**config.mk**
```make
export PLATFORM = sky130hd
export DESIGN_NAME = sktif_ctrl
export DESIGN_NICKNAME = d
export VERILOG_FILES = /design/src/hw/rtl/sktif_pkg.sv /design/src/hw/rtl/sktif_ctrl.sv
export SDC_FILE = /design/constraint.sdc
export NUM_CORES = 1
export LEC_CHECK = 0
export ABC_CLOCK_PERIOD_IN_PS = 2600
export BUFFER_PORTS_ARGS = -buffer_cell sky130_fd_sc_hd__buf_4
export CORE_AREA = 2 2 39 41
export DETAILED_ROUTE_END_ITERATION = 7
export DIE_AREA = 0 0 41 43
export PLACE_DENSITY = 0.72
export SKIP_CTS_REPAIR_TIMING = 1
export SLEW_MARGIN = 20
export SYNTH_ARGS = -nofsm -noshare
export SYNTH_HDL_FRONTEND = slang
export SYNTH_SLANG_ARGS = --single-unit
```
**constraint.sdc**
```tcl
create_clock -name clk -period 2.6 [get_ports clk]
set_input_delay 0 -clock clk [delete_from_list [all_inputs] [get_ports clk]]
set_output_delay 0 -clock clk [all_outputs]
set_load 0.01 [all_outputs]
```
**src/hw/rtl/sktif_pkg.sv**
```systemverilog
`timescale 1ns / 1ps
package sktif_pkg;

	localparam int KEY_W            = 32;
	localparam int PAY_W            = 64;
	localparam int DEPTH_DEF        = 32;
	localparam int PAYLOAD_BITS_DEF = 64;

	typedef enum logic [1:0] {
		OP_INSERT = 2'd0,
		OP_FIND   = 2'd1,
		OP_DUMP   = 2'd2
	} op_t;

	typedef enum logic [2:0] {
		RS_INSERTED  = 3'd0,
		RS_FOUND     = 3'd1,
		RS_NOT_FOUND = 3'd2,
		RS_FULL      = 3'd3,
		RS_DUMP      = 3'd4,
		RS_EMPTY     = 3'd5
	} rs_t;

	// Commands from the controller to the datapath.
	typedef struct packed {
		logic insert;
		logic match_cap;
		logic idx_first;
		logic idx_zero;
		logic idx_inc;
		logic out_load;
		rs_t  out_status;
		logic out_entry;
		logic out_last;
	} dp_cmd_t;

	// Status from the datapath back to the controller.
	typedef struct packed {
		logic full;
		logic empty;
		logic hit;
		logic idx_last;
	} dp_stat_t;

endpackage

```
**src/hw/rtl/sktif_ctrl.sv**
```systemverilog
`timescale 1ns / 1ps
module sktif_ctrl (
	input  logic                clk,
	input  logic                arst_n,
	input  logic                in_valid,
	output logic                in_stall,
	input  logic [1:0]          cmd,
	output logic                out_valid,
	input  logic                out_stall,
	input  sktif_pkg::dp_stat_t stat,
	output sktif_pkg::dp_cmd_t  ctl
);
	import sktif_pkg::*;

	typedef enum logic [3:0] {
		S_IDLE = 4'b0001,
		S_FIND = 4'b0010,
		S_READ = 4'b0100,
		S_DUMP = 4'b1000
	} state_t;

	state_t state_q, state_d;
	logic   out_valid_q;
	logic   out_free;
	logic   accept;

	assign out_free  = !out_valid_q || !out_stall;
	assign in_stall  = !(state_q == S_IDLE && out_free);
	assign accept    = in_valid && !in_stall;
	assign out_valid = out_valid_q;

	always_comb begin
		state_d = state_q;
		ctl     = '0;
		unique case (state_q)
			S_IDLE: begin
				if (accept) begin
					unique case (op_t'(cmd))
						OP_INSERT: begin
							ctl.out_load = 1'b1;
							ctl.out_last = 1'b1;
							if (stat.full) begin
								ctl.out_status = RS_FULL;
							end else begin
								ctl.insert     = 1'b1;
								ctl.out_status = RS_INSERTED;
							end
						end
						OP_FIND: begin
							ctl.match_cap = 1'b1;
							state_d       = S_FIND;
						end
						OP_DUMP: begin
							if (stat.empty) begin
								ctl.out_load   = 1'b1;
								ctl.out_last   = 1'b1;
								ctl.out_status = RS_EMPTY;
							end else begin
								ctl.idx_zero = 1'b1;
								state_d      = S_DUMP;
							end
						end
						default: ;
					endcase
				end
			end
			S_FIND: begin
				if (stat.hit) begin
					ctl.idx_first = 1'b1;
					state_d       = S_READ;
				end else if (out_free) begin
					ctl.out_load   = 1'b1;
					ctl.out_last   = 1'b1;
					ctl.out_status = RS_NOT_FOUND;
					state_d        = S_IDLE;
				end
			end
			S_READ: begin
				if (out_free) begin
					ctl.out_load   = 1'b1;
					ctl.out_last   = 1'b1;
					ctl.out_entry  = 1'b1;
					ctl.out_status = RS_FOUND;
					state_d        = S_IDLE;
				end
			end
			S_DUMP: begin
				if (out_free) begin
					ctl.out_load   = 1'b1;
					ctl.out_entry  = 1'b1;
					ctl.out_status = RS_DUMP;
					ctl.out_last   = stat.idx_last;
					ctl.idx_inc    = 1'b1;
					if (stat.idx_last) begin
						state_d = S_IDLE;
					end
				end
			end
			default: state_d = S_IDLE;
		endcase
	end

	always_ff @(posedge clk or negedge arst_n) begin
		if (!arst_n) begin
			state_q     <= S_IDLE;
			out_valid_q <= 1'b0;
		end else begin
			state_q <= state_d;
			if (ctl.out_load) begin
				out_valid_q <= 1'b1;
			end else if (!out_stall) begin
				out_valid_q <= 1'b0;
			end
		end
	end

endmodule

```
==> results of run 1 <==
[placed cells by master, fill, tap and decap left out, types with 2 or more instances in the layout]
cell,count
dfrtp_1,4
a21oi_1,7
and2_1,3
nand3b_1,2
nor2_1,7
nor3b_1,2
o22ai_1,2
nor2b_1,4
o21ai_0,2
clkbuf_4,3
or4b_4,2
nand2_1,5
buf_4,22
nand2b_1,3
[cell families (layout without fill, tap and decap cells)]
kind of cell | after synthesis | count (layout)
simple gates | 40 | 40
compound gates | 19 | 19
flops | 5 | 5
buf+inv | 4 | 27
xor+xnor | 1 | 1
[state kept, by name (all words and copies together), names as in the netlist]
name       flops
out_valid      1
state_q        4
[stage by stage]
stage	hold slack, ns	total power, mW
2_1_floorplan	-0.296	0.433
4_1_cts	-0.452	0.639
6_report	0.0520	0.639
3_5_place_dp	-0.198	0.548
3_3_place_gp	-0.197	0.540
5_1_grt	0.0897	0.687
[critical path, delay by kind of cell (launching register included)]
family                 cells  cell delay (ns)
flip-flops                 1             0.51
AND/OR/NAND/NOR            3             1.01
buffers and inverters      1             0.16
AO/OA/AOI/OAI              1             0.08
[where the power goes]
group	internal [mW]	total (mW)	switching [mW]	leakage (nW)
Sequential	0.110	0.172	0.0622	0.0632
Clock	0.0579	0.0876	0.0297	0.0150
Combinational	0.197	0.379	0.181	0.257
Total	0.366	0.639	0.273	0.335
[final cells by class]
type | instances | share of cell area
sequential | 5 | 0.168
tap | 16 | 0.0266
timing repair buffer | 23 | 0.233
multi-input combinational | 60 | 0.537
clock buffer | 4 | 0.0349
[per-layer routing]
layer	up-vias	share of wire
met5	-	0
met4	0	0.0094
met3	2	0.061
met2	31	0.51
met1	286	0.42
li1	301	-
[worst max path at each step]
stage / to / slack [ns] / cells past startpoint
floorplan: state_q[1]$_DFFE_PN0P_ / 1.06 / 5
global placement: ctl[0] / 0.91 / 5
detailed placement: ctl[0] / 0.86 / 5
CTS: ctl[0] / 0.58 / 5
global route: ctl[3] / 0.46 / 4
finish: ctl[0] / 0.59 / 5
==> summary.md, run 1 <==
| Metric | Value |
|---|---|
| Initial Utilization | `0.408` |
| R2R Path Start | `state_q[2]$_DFFE_PN0P_` |
| Per-cell routed wire length | `13.9 µm` |
| Max_slew headroom | `0.716` |
| Met3 usage | `0.0157` |
| Clk_lat worst skew | `0.24 ns` |
| Vias in the first global route | `600` |
| RSZ-0062 raised after global routing | `no` |
| Mux contribution to synthesized area | `0` |
| Synthesized area | `564 µm²` |
| Crit-path max FO | `11` |
| Final min period | `2.01 ns` |
| Most used routing layer | `met2` |
| Sequential Area | `126 µm²` |
| Final nets | `103` |
| Post-synthesis average cell area | `8.18 µm²` |
| Final Core Density | `0.543` |
| Register bit total from synthesis | `5` |
| WS Path Type | `reg -> out` |
| Clock Sinks | `5` |
| Post-route cell area | `752 µm²` |
| Multi-input gate area | `404 µm²` |
| Site Rows | `14` |
| Critical path's slowest cell | `dfrtp_1` |
| Initial drt markers | `10` |
| Top-area cell type share of the netlist area | `0.177` |
| Top_reg_cell synth | `dfrtp_1` |
| # fillers | `151` |
| Max-Cap Viols | `0` |
| Height of the die | `43 µm` |
| Post-synthesis simple-gate area fraction | `0.497` |
| H-tree levels | `1` |
| Pwr dens | `850 nW/µm²` |
| Die width | `41 µm` |
| Hold EP | `state_q[0]$_DFFE_PN1P_` |
| Pleak | `0.335 nW` |
| Ant diodes | `0` |
| HP Class | `in -> reg` |
| Hold path depth | `3` |
| Final hold vios | `0` |
| I/O pin total | `23` |
| Compound-Gate Fraction of Synth Area | `0.204` |
| Worst Setup End Kind | `primary output` |
| R2R depth | `4` |
| Peak VDD IR | `0.388 mV` |
| Root buf cell | `clkbuf_4` |
| Worst setup startpoint | `state_q[2]$_DFFE_PN0P_` |
| Cell Count, Final, Fillers Out | `108` |
| Initial antenna violation count | `0` |
| Area Growth Syn to Fin | `33.3%` |
| Final setup viols | `0` |
| Placed standard-cell area | `716 µm²` |
| Layout cells sized above 1 | `0.359` |
| Gr ovfl total | `0` |
| Vias/cell | `5.74` |
| Die ar. | `1760 µm²` |
| Clock transition at path regs | `0.05 ns` |
| R2R setup slack | `0.91 ns` |
| Number of port buffers | `22` |
| Synth area leader | `dfrtp_1` |
| Mapped Nets | `79` |
| Area of the core | `1380 µm²` |
| CP required | `2.60 ns` |
| Warnings from Yosys | `0` |
| Inst Count DP | `103` |
| GR Util met1 | `0.256` |
| CTS tree | `yes` |
| Crit-path cells | `nor4b_4 -> nand3_2 -> or3_1 -> o31ai_1 -> buf_4` |
| Crit-path max cell delay | `0.51 ns` |
| Ratio of final minimum period to clock period | `0.774` |
| Final Max Slew Viols | `0` |
| Setup ws final | `0.588 ns` |
| Grt met2 use | `0.325` |
| Crit path DAT | `2.01 ns` |
| Via count | `620` |
| Area contributors post-synth | `dfrtp_1 (18%), a21oi_1 (6.2%), or4b_4 (4.9%), dfstp_2 (4.7%), nor2_1 (4.7%)` |
| Number of synthesized flops with an enable pin | `0` |
| Register area share after synthesis | `0.224` |
| Post-synthesis xor/xnor area fraction | `0.0155` |
| DR pass1 iterations | `4` |
| Reg-to-reg endpoint | `state_q[1]$_DFFE_PN0P_` |
| Max Freq | `497 MHz` |
| Max Buffers Root-to-Sink | `2` |
| Largest net degree at the start of global routing | `12` |
| Unique masters post-synth | `37` |
| Clock Skew | `0.00832 ns` |
| CTS buffer count | `3` |
| Gate Count Post-Synth | `69` |
| Hold Path Origin | `stat[0]` |
| Placer Congestion | `0.830` |
| Total negative setup slack | `0 ns` |
| Main combinational cell family by area after synthesis | `simple AND/OR/NAND/NOR gates` |
| Synth top cells by count | `a21oi_1 (7), nor2_1 (7), nand2_1 (5)` |
| Global-route wire length before repair | `2500 µm` |
| Status | `completed` |
| Post-synth ARST share | `1.00` |
| GRT Total Usage | `0.203` |
| Post-route ant nets | `0` |
| Dpl hpwl | `1140 µm` |
| Adder-cell area share of the yosys netlist | `0` |
| DRC Markers | `0` |
| Least-Margin Pin Slew | `0.424 ns` |
| Type of origin of the critical path | `flip-flop` |
| Setup Slack @ Placement | `0.861 ns` |
| Routed Wire Length | `1500 µm` |
No activity file was read; power rests on OpenSTA's default activity.
==> run 2: changes to the inputs <==
--- a/config.mk
+++ b/config.mk
@@ -5,12 +5,13 @@
 export SDC_FILE = /design/constraint.sdc
 export NUM_CORES = 1
 export LEC_CHECK = 0
-export ABC_CLOCK_PERIOD_IN_PS = 2600
+export ABC_AREA = 1
+export ABC_CLOCK_PERIOD_IN_PS = 1790
 export BUFFER_PORTS_ARGS = -buffer_cell sky130_fd_sc_hd__buf_4
 export CORE_AREA = 2 2 39 41
 export DETAILED_ROUTE_END_ITERATION = 7
 export DIE_AREA = 0 0 41 43
-export PLACE_DENSITY = 0.72
+export PLACE_DENSITY = 0.68
 export SKIP_CTS_REPAIR_TIMING = 1
 export SLEW_MARGIN = 20
 export SYNTH_ARGS = -nofsm -noshare
==> constraint.sdc (replaced) <==
create_clock -name clk -period 1.79 [get_ports clk]
set_input_delay 0 -clock clk [delete_from_list [all_inputs] [get_ports clk]]
set_output_delay 0 -clock clk [all_outputs]
set_load 0.01 [all_outputs]
==> summary.md, run 2 <==
| Metric | Value |
|---|---|
| Die ar. | `1760 µm² (unchanged)` |
| Final min period | `1.59 ns` |
| Routed Wire Length | `1310 µm (-13%)` |
| Max Buffers Root-to-Sink | `2 (unchanged)` |
| Mux contribution to synthesized area | `0 (unchanged)` |
| RSZ-0062 raised after global routing | `no` |
| Final setup viols | `0 (unchanged)` |
| Most common cell after layout, fill and taps aside | `buf_4` |
| Via count | `591 (-4.7%)` |
| Number of port buffers | `22 (unchanged)` |
| Vias/cell | `4.80 (-16%)` |
| Final Core Density | `0.510 (-0.0335)` |
| Post-synthesis xor/xnor area fraction | `0 (-0.0155)` |
| HP Class | `in -> reg` |
| Largest net degree at the start of global routing | `11 (-1)` |
| Vias in the first global route | `497 (-17%)` |
| Clock power frac | `0.152 (+0.015)` |
| Status | `completed` |
| Ant diodes | `0 (unchanged)` |
| Final nets | `118 (+15%)` |
| Root buf cell | `clkbuf_4` |
| Per-cell routed wire length | `10.6 µm (-23%)` |
| Adder-cell area share of the yosys netlist | `0 (unchanged)` |
| I/O pin total | `23 (unchanged)` |
| Post-synth ARST share | `1.00 (unchanged)` |
| Area of the core | `1380 µm² (unchanged)` |
| Post-synthesis average cell area | `6.05 µm² (-26%)` |
| Least-Margin Pin Slew | `0.291 ns (-0.133 ns)` |
| Gate Count Post-Synth | `80 (+16%)` |
| Dpl hpwl | `1040 µm (-8.9%)` |
| Number of synthesized flops with an enable pin | `0 (unchanged)` |
| # fillers | `145 (-4.0%)` |
| Worst Setup End Kind | `primary output` |
| Reg power frac | `0.223 (-0.047)` |
| Clock Skew | `0.00215 ns (-0.00617 ns)` |
| Placer Congestion | `0.811 (-2.3%)` |
| Max_slew headroom | `0.805 (+0.0890)` |
| Mapped Nets | `90 (+14%)` |
| Initial antenna violation count | `0 (unchanged)` |
| Placed standard-cell area | `669 µm² (-6.5%)` |
| Height of the die | `43 µm (unchanged)` |
| H-tree levels | `1 (unchanged)` |
| Pwr dens | `1230 nW/µm² (+45%)` |
| Final Max Slew Viols | `0 (unchanged)` |
| Area contributors post-synth | `dfrtp_1 (21%), nand2_1 (15%), inv_1 (11%), nand3_1 (10%), nor2_1 (7.0%)` |
| Synth area leader | `dfrtp_1` |
| Tot Pwr | `0.871 mW (+36%)` |
| Crit-path max FO | `4 (-7)` |
| Most common cell in the netlist | `nand2_1` |
| Switch Pwr | `0.403 mW (+48%)` |
| CTS buffer count | `3 (unchanged)` |
| Clock Sinks | `5 (unchanged)` |
| Largest register by flop count | `state_q` |
| Inst Count DP | `118 (+15%)` |
| Top-area cell type share of the netlist area | `0.207 (+0.0293)` |
| Site Rows | `14 (unchanged)` |
| Main combinational cell family by area after synthesis | `simple AND/OR/NAND/NOR gates` |
| DR pass1 iterations | `4 (unchanged)` |
| Die width | `41 µm (unchanged)` |
| Clk_lat worst skew | `0.24 ns (about the same)` |
| Gate power share | `0.625 (+0.032)` |
| Top_reg_cell synth | `dfrtp_1` |
| Type of origin of the critical path | `flip-flop` |
| Synth top cells by count | `nand2_1 (19), inv_1 (14), nand3_1 (10)` |
| CP required | `1.79 ns (-0.81 ns)` |
| Unique masters post-synth | `18 (-51%)` |
| Total negative setup slack | `0 ns (unchanged)` |
| Ratio of final minimum period to clock period | `0.888` |
| Max Freq | `629 MHz` |
| Peak VDD IR | `0.431 mV (+11%)` |
| Sw Ratio | `0.463 (+0.0350)` |
| Crit path DAT | `1.59 ns (-0.42 ns)` |
| Register bit total from synthesis | `5 (unchanged)` |
| Max-Cap Viols | `0 (unchanged)` |
| WS Path Type | `reg -> out` |
| Cell Count, Final, Fillers Out | `123 (+14%)` |
| Layout cells sized above 1 | `0.355 (-0.00356)` |
| Pleak | `0.436 nW (+30%)` |
| Post-route ant nets | `0 (unchanged)` |
| Commonest cells after routing, fill and taps aside | `buf_4 (22), nand2_1 (19), inv_1 (14)` |
| Max reg flops | `4 (unchanged)` |
| Final hold vios | `0 (unchanged)` |
| Initial Utilization | `0.350 (-0.0579)` |
| Gr ovfl total | `0 (unchanged)` |
| R2R setup slack | `0.49 ns (-0.42 ns)` |
| Post-synthesis simple-gate area fraction | `0.532 (+0.0356)` |
| DRC Markers | `0 (unchanged)` |
| Cell Int Power | `0.468 mW (+28%)` |
| Compound-Gate Fraction of Synth Area | `0.0749 (-0.129)` |
| CTS tree | `yes` |
| Clock transition at path regs | `0.05 ns (about the same)` |
| Global-route wire length before repair | `1970 µm (-21%)` |
| Synthesized area | `484 µm² (-14%)` |
| Warnings from Yosys | `0 (unchanged)` |
| Initial drt markers | `11 (+1)` |
| Area Growth Syn to Fin | `45.7%` |
| Register area share after synthesis | `0.261 (+0.0370)` |
| GRT Total Usage | `0.162 (-0.0411)` |
| Post-route cell area | `706 µm² (-6.2%)` |
==> run 2: through the flow <==
step                      setup slack (ns)  hold WS, ns
after detailed placement             0.495       -0.194
after floorplan                      0.584       -0.296
after global routing                0.0957        0.105
final                                0.200       0.0685
after global placement               0.544       -0.194
after CTS                            0.229       -0.449
==> run 2: routing by layer <==
layer | global-route usage | routed length (µm) | share of wire
met5 | 0 | 0 | 0
met4 | 0.0600 | 0 | 0
met3 | 0.0314 | 76 | 0.058
met2 | 0.256 | 622 | 0.48
met1 | 0.208 | 609 | 0.47
==> run 2: cell families after synthesis <==
| kind of cell | count (synthesis) |
|---|---|
| AO/OA/AOI/OAI | 5 |
| flip-flops | 5 |
| AND/OR/NAND/NOR | 53 |
| buffers and inverters | 17 |
==> run 2: final cells by class <==
| type | count | area [µm²] | share of cell area |
|---|---|---|---|
| sequential | 5 | 126 | 0.179 |
| timing repair buffer | 23 | 175 | 0.248 |
| inverter | 17 | 63.8 | 0.0904 |
| multi-input combinational | 58 | 294 | 0.417 |
| clock buffer | 4 | 26.3 | 0.0372 |
| tap | 16 | 20.0 | 0.0284 |
==> run 2: worst paths after layout <==
| kind | start | end | cells after the start |
|---|---|---|---|
| setup reg to reg | state_q[1]$_DFFE_PN0P_ | out_valid$_DFFE_PN0P_ | 5 |
| min in group asynchronous | arst_n | state_q[1]$_DFFE_PN0P_ | 2 |
| hold / removal | stat[1] | state_q[2]$_DFFE_PN0P_ | 3 |
| hold reg to reg | state_q[0]$_DFFE_PN1P_ | state_q[0]$_DFFE_PN1P_ | 4 |
| max in group asynchronous | arst_n | state_q[0]$_DFFE_PN1P_ | 2 |
| setup / recovery | state_q[1]$_DFFE_PN0P_ | ctl[5] | 6 |
==> run 2: worst max-delay path, cell delays in order, from the launching register on <==
cell     delay (ns)
dfrtp_1        0.42
nor2_1         0.26
nand4_1        0.25
nand2_1        0.16
inv_1          0.06
nand3_1        0.08
buf_4          0.12
==> run 2: power groups by stage <==
stage / logic, mW / clock network, mW / registers [mW]
2_1_floorplan: 0.365 / 0 / 0.191
3_3_place_gp: 0.536 / 0 / 0.191
3_5_place_dp: 0.540 / 0 / 0.194
4_1_cts: 0.545 / 0.134 / 0.192
5_1_grt: 0.600 / 0.143 / 0.197
6_report: 0.545 / 0.133 / 0.194
==> run 3: changes to the inputs <==
==> constraint.sdc (replaced) <==
create_clock -name clk -period 1.79 [get_ports clk]
set_input_delay 0.2685 -clock clk [delete_from_list [all_inputs] [get_ports clk]]
set_output_delay 0.2685 -clock clk [all_outputs]
set_load 0.01 [all_outputs]
==> summary.md, run 3 (synthesis results as in run 2) <==
| Metric | Value |
|---|---|
| Max-Cap Viols | `0 (unchanged)` |
| Final Core Density | `0.562 (+0.0524)` |
| Final Max Slew Viols | `0 (unchanged)` |
| CTS buffer count | `3 (unchanged)` |
| Crit-path max FO | `5 (+1)` |
| Gate power share | `0.663 (+0.038)` |
| Final setup viols | `0 (unchanged)` |
| Number of port buffers | `22 (unchanged)` |
| Clock power frac | `0.133 (-0.019)` |
| Final hold vios | `0 (unchanged)` |
| Sw Ratio | `0.469 (+0.00576)` |
| Inst Count DP | `118 (unchanged)` |
| Reg power frac | `0.205 (-0.018)` |
| Max Buffers Root-to-Sink | `2 (unchanged)` |
| Initial drt markers | `19 (+8)` |
| Final nets | `121 (+2.5%)` |
| Post-route ant nets | `0 (unchanged)` |
| Dpl hpwl | `1080 µm (+4.1%)` |
| WS Path Type | `reg -> out` |
| Clock Sinks | `5 (unchanged)` |
| Largest register by flop count | `state_q` |
| Via count | `617 (+4.4%)` |
| Routed Wire Length | `1420 µm (+8.6%)` |
| Die ar. | `1760 µm² (unchanged)` |
| Site Rows | `14 (unchanged)` |
| Ant diodes | `0 (unchanged)` |
| Area of the core | `1380 µm² (unchanged)` |
| Ratio of final minimum period to clock period | `0.989 (+0.101)` |
| Root buf cell | `clkbuf_4` |
| Max_slew headroom | `0.827 (+0.0217)` |
| Setup ws final | `0.0201 ns (-0.180 ns)` |
| DR pass1 iterations | `4 (unchanged)` |
| Switch Pwr | `0.452 mW (+12%)` |
| Per-cell routed wire length | `11.3 µm (+6.0%)` |
| Commonest cells after routing, fill and taps aside | `buf_4 (25), nand2_1 (17), inv_1 (13)` |
| RSZ-0062 raised after global routing | `yes` |
| Least-Margin Pin Slew | `0.260 ns (-0.0315 ns)` |
| Die width | `41 µm (unchanged)` |
| Largest net degree at the start of global routing | `11 (unchanged)` |
| Vias/cell | `4.90 (+1.9%)` |
| Initial antenna violation count | `0 (unchanged)` |
| H-tree levels | `1 (unchanged)` |
| DRC Markers | `0 (unchanged)` |
| Crit path DAT | `1.50 ns (-0.09 ns)` |
| Setup Slack @ Placement | `0.235 ns (-0.259 ns)` |
| Placer Congestion | `0.811 (unchanged)` |
| Worst Setup End Kind | `primary output` |
| Max Freq | `565 MHz (-10%)` |
| Pleak | `0.453 nW (+4.0%)` |
| Clock Skew | `0.00473 ns (+0.00257 ns)` |
| Vias in the first global route | `507 (+2.0%)` |
| Cell Count, Final, Fillers Out | `126 (+2.4%)` |
| Layout cells sized above 1 | `0.455 (+0.0994)` |
| HP Class | `in -> reg` |
| Placed standard-cell area | `669 µm² (unchanged)` |
| Area Growth Syn to Fin | `60.7%` |
| Max reg flops | `4 (unchanged)` |
| Type of origin of the critical path | `flip-flop` |
| CP required | `1.52 ns (-0.27 ns)` |
| Gr ovfl total | `0 (unchanged)` |
| Tot Pwr | `0.965 mW (+11%)` |
| Pwr dens | `1240 nW/µm² (+0.41%)` |
| Final min period | `1.77 ns (+0.180 ns)` |
| GRT Total Usage | `0.162 (unchanged)` |
| Cell Int Power | `0.513 mW (+9.6%)` |
| Status | `completed` |
| Post-route cell area | `778 µm² (+10%)` |
| Global-route wire length before repair | `1960 µm (-0.36%)` |
| Initial Utilization | `0.350 (unchanged)` |
| Clk_lat worst skew | `0.24 ns (about the same)` |
| Clock transition at path regs | `0.04 ns (about the same)` |
| I/O pin total | `23 (unchanged)` |
| CTS tree | `yes` |
| Height of the die | `43 µm (unchanged)` |
| Hold slack | `0.357 ns (+0.288 ns)` |
| Peak VDD IR | `0.498 mV (+15%)` |
| Most common cell after layout, fill and taps aside | `buf_4` |
| Total negative setup slack | `0 ns (unchanged)` |
[run 3: critical path, stage by stage (launching register included)]
cell and delay, ns:
dfstp_2 0.53, inv_2 0.05, nor2_4 0.12, nand4_4 0.15, inv_2 0.13, nand3_2 0.08, nand3_1 0.09, buf_4 0.12
[run 3: power groups by stage]
| stage | logic, mW | clock network, mW | registers (mW) |
|---|---|---|---|
| 6_report | 0.640 | 0.128 | 0.197 |
| 5_1_grt | 0.698 | 0.143 | 0.200 |
| 4_1_cts | 0.545 | 0.133 | 0.193 |
| 3_5_place_dp | 0.544 | 0 | 0.194 |
| 3_3_place_gp | 0.536 | 0 | 0.191 |
| 2_1_floorplan | 0.365 | 0 | 0.191 |
[run 3: worst paths after layout]
kind	slack, ns	start	end	cells past startpoint
max	0.02	state_q[0]$_DFFE_PN1P_	ctl[2]	7
max in group asynchronous	1.22	arst_n	state_q[0]$_DFFE_PN1P_	2
min	0.36	stat[1]	state_q[2]$_DFFE_PN0P_	3
min reg2reg	0.68	out_valid$_DFFE_PN0P_	out_valid$_DFFE_PN0P_	2
max reg2reg	0.46	state_q[0]$_DFFE_PN1P_	state_q[1]$_DFFE_PN0P_	8
min in group asynchronous	0.37	arst_n	state_q[1]$_DFFE_PN0P_	2
[run 3: metal layers]
| metal | vias up | share of wire | global-route usage |
|---|---|---|---|
| met3 | 0 | 0.060 | 0.0366 |
| met4 | 0 | 0 | 0.0600 |
| met2 | 22 | 0.50 | 0.263 |
| met5 | - | 0 | 0 |
| li1 | 320 | - | - |
| met1 | 275 | 0.44 | 0.198 |
[run 3: layout make-up]
type / instances / area, µm²
fill: 148 / 606
multi-input combinational: 58 / 344
timing repair buffer: 26 / 198
sequential: 5 / 126
inverter: 17 / 63.8
clock buffer: 4 / 26.3
tap: 16 / 20.0
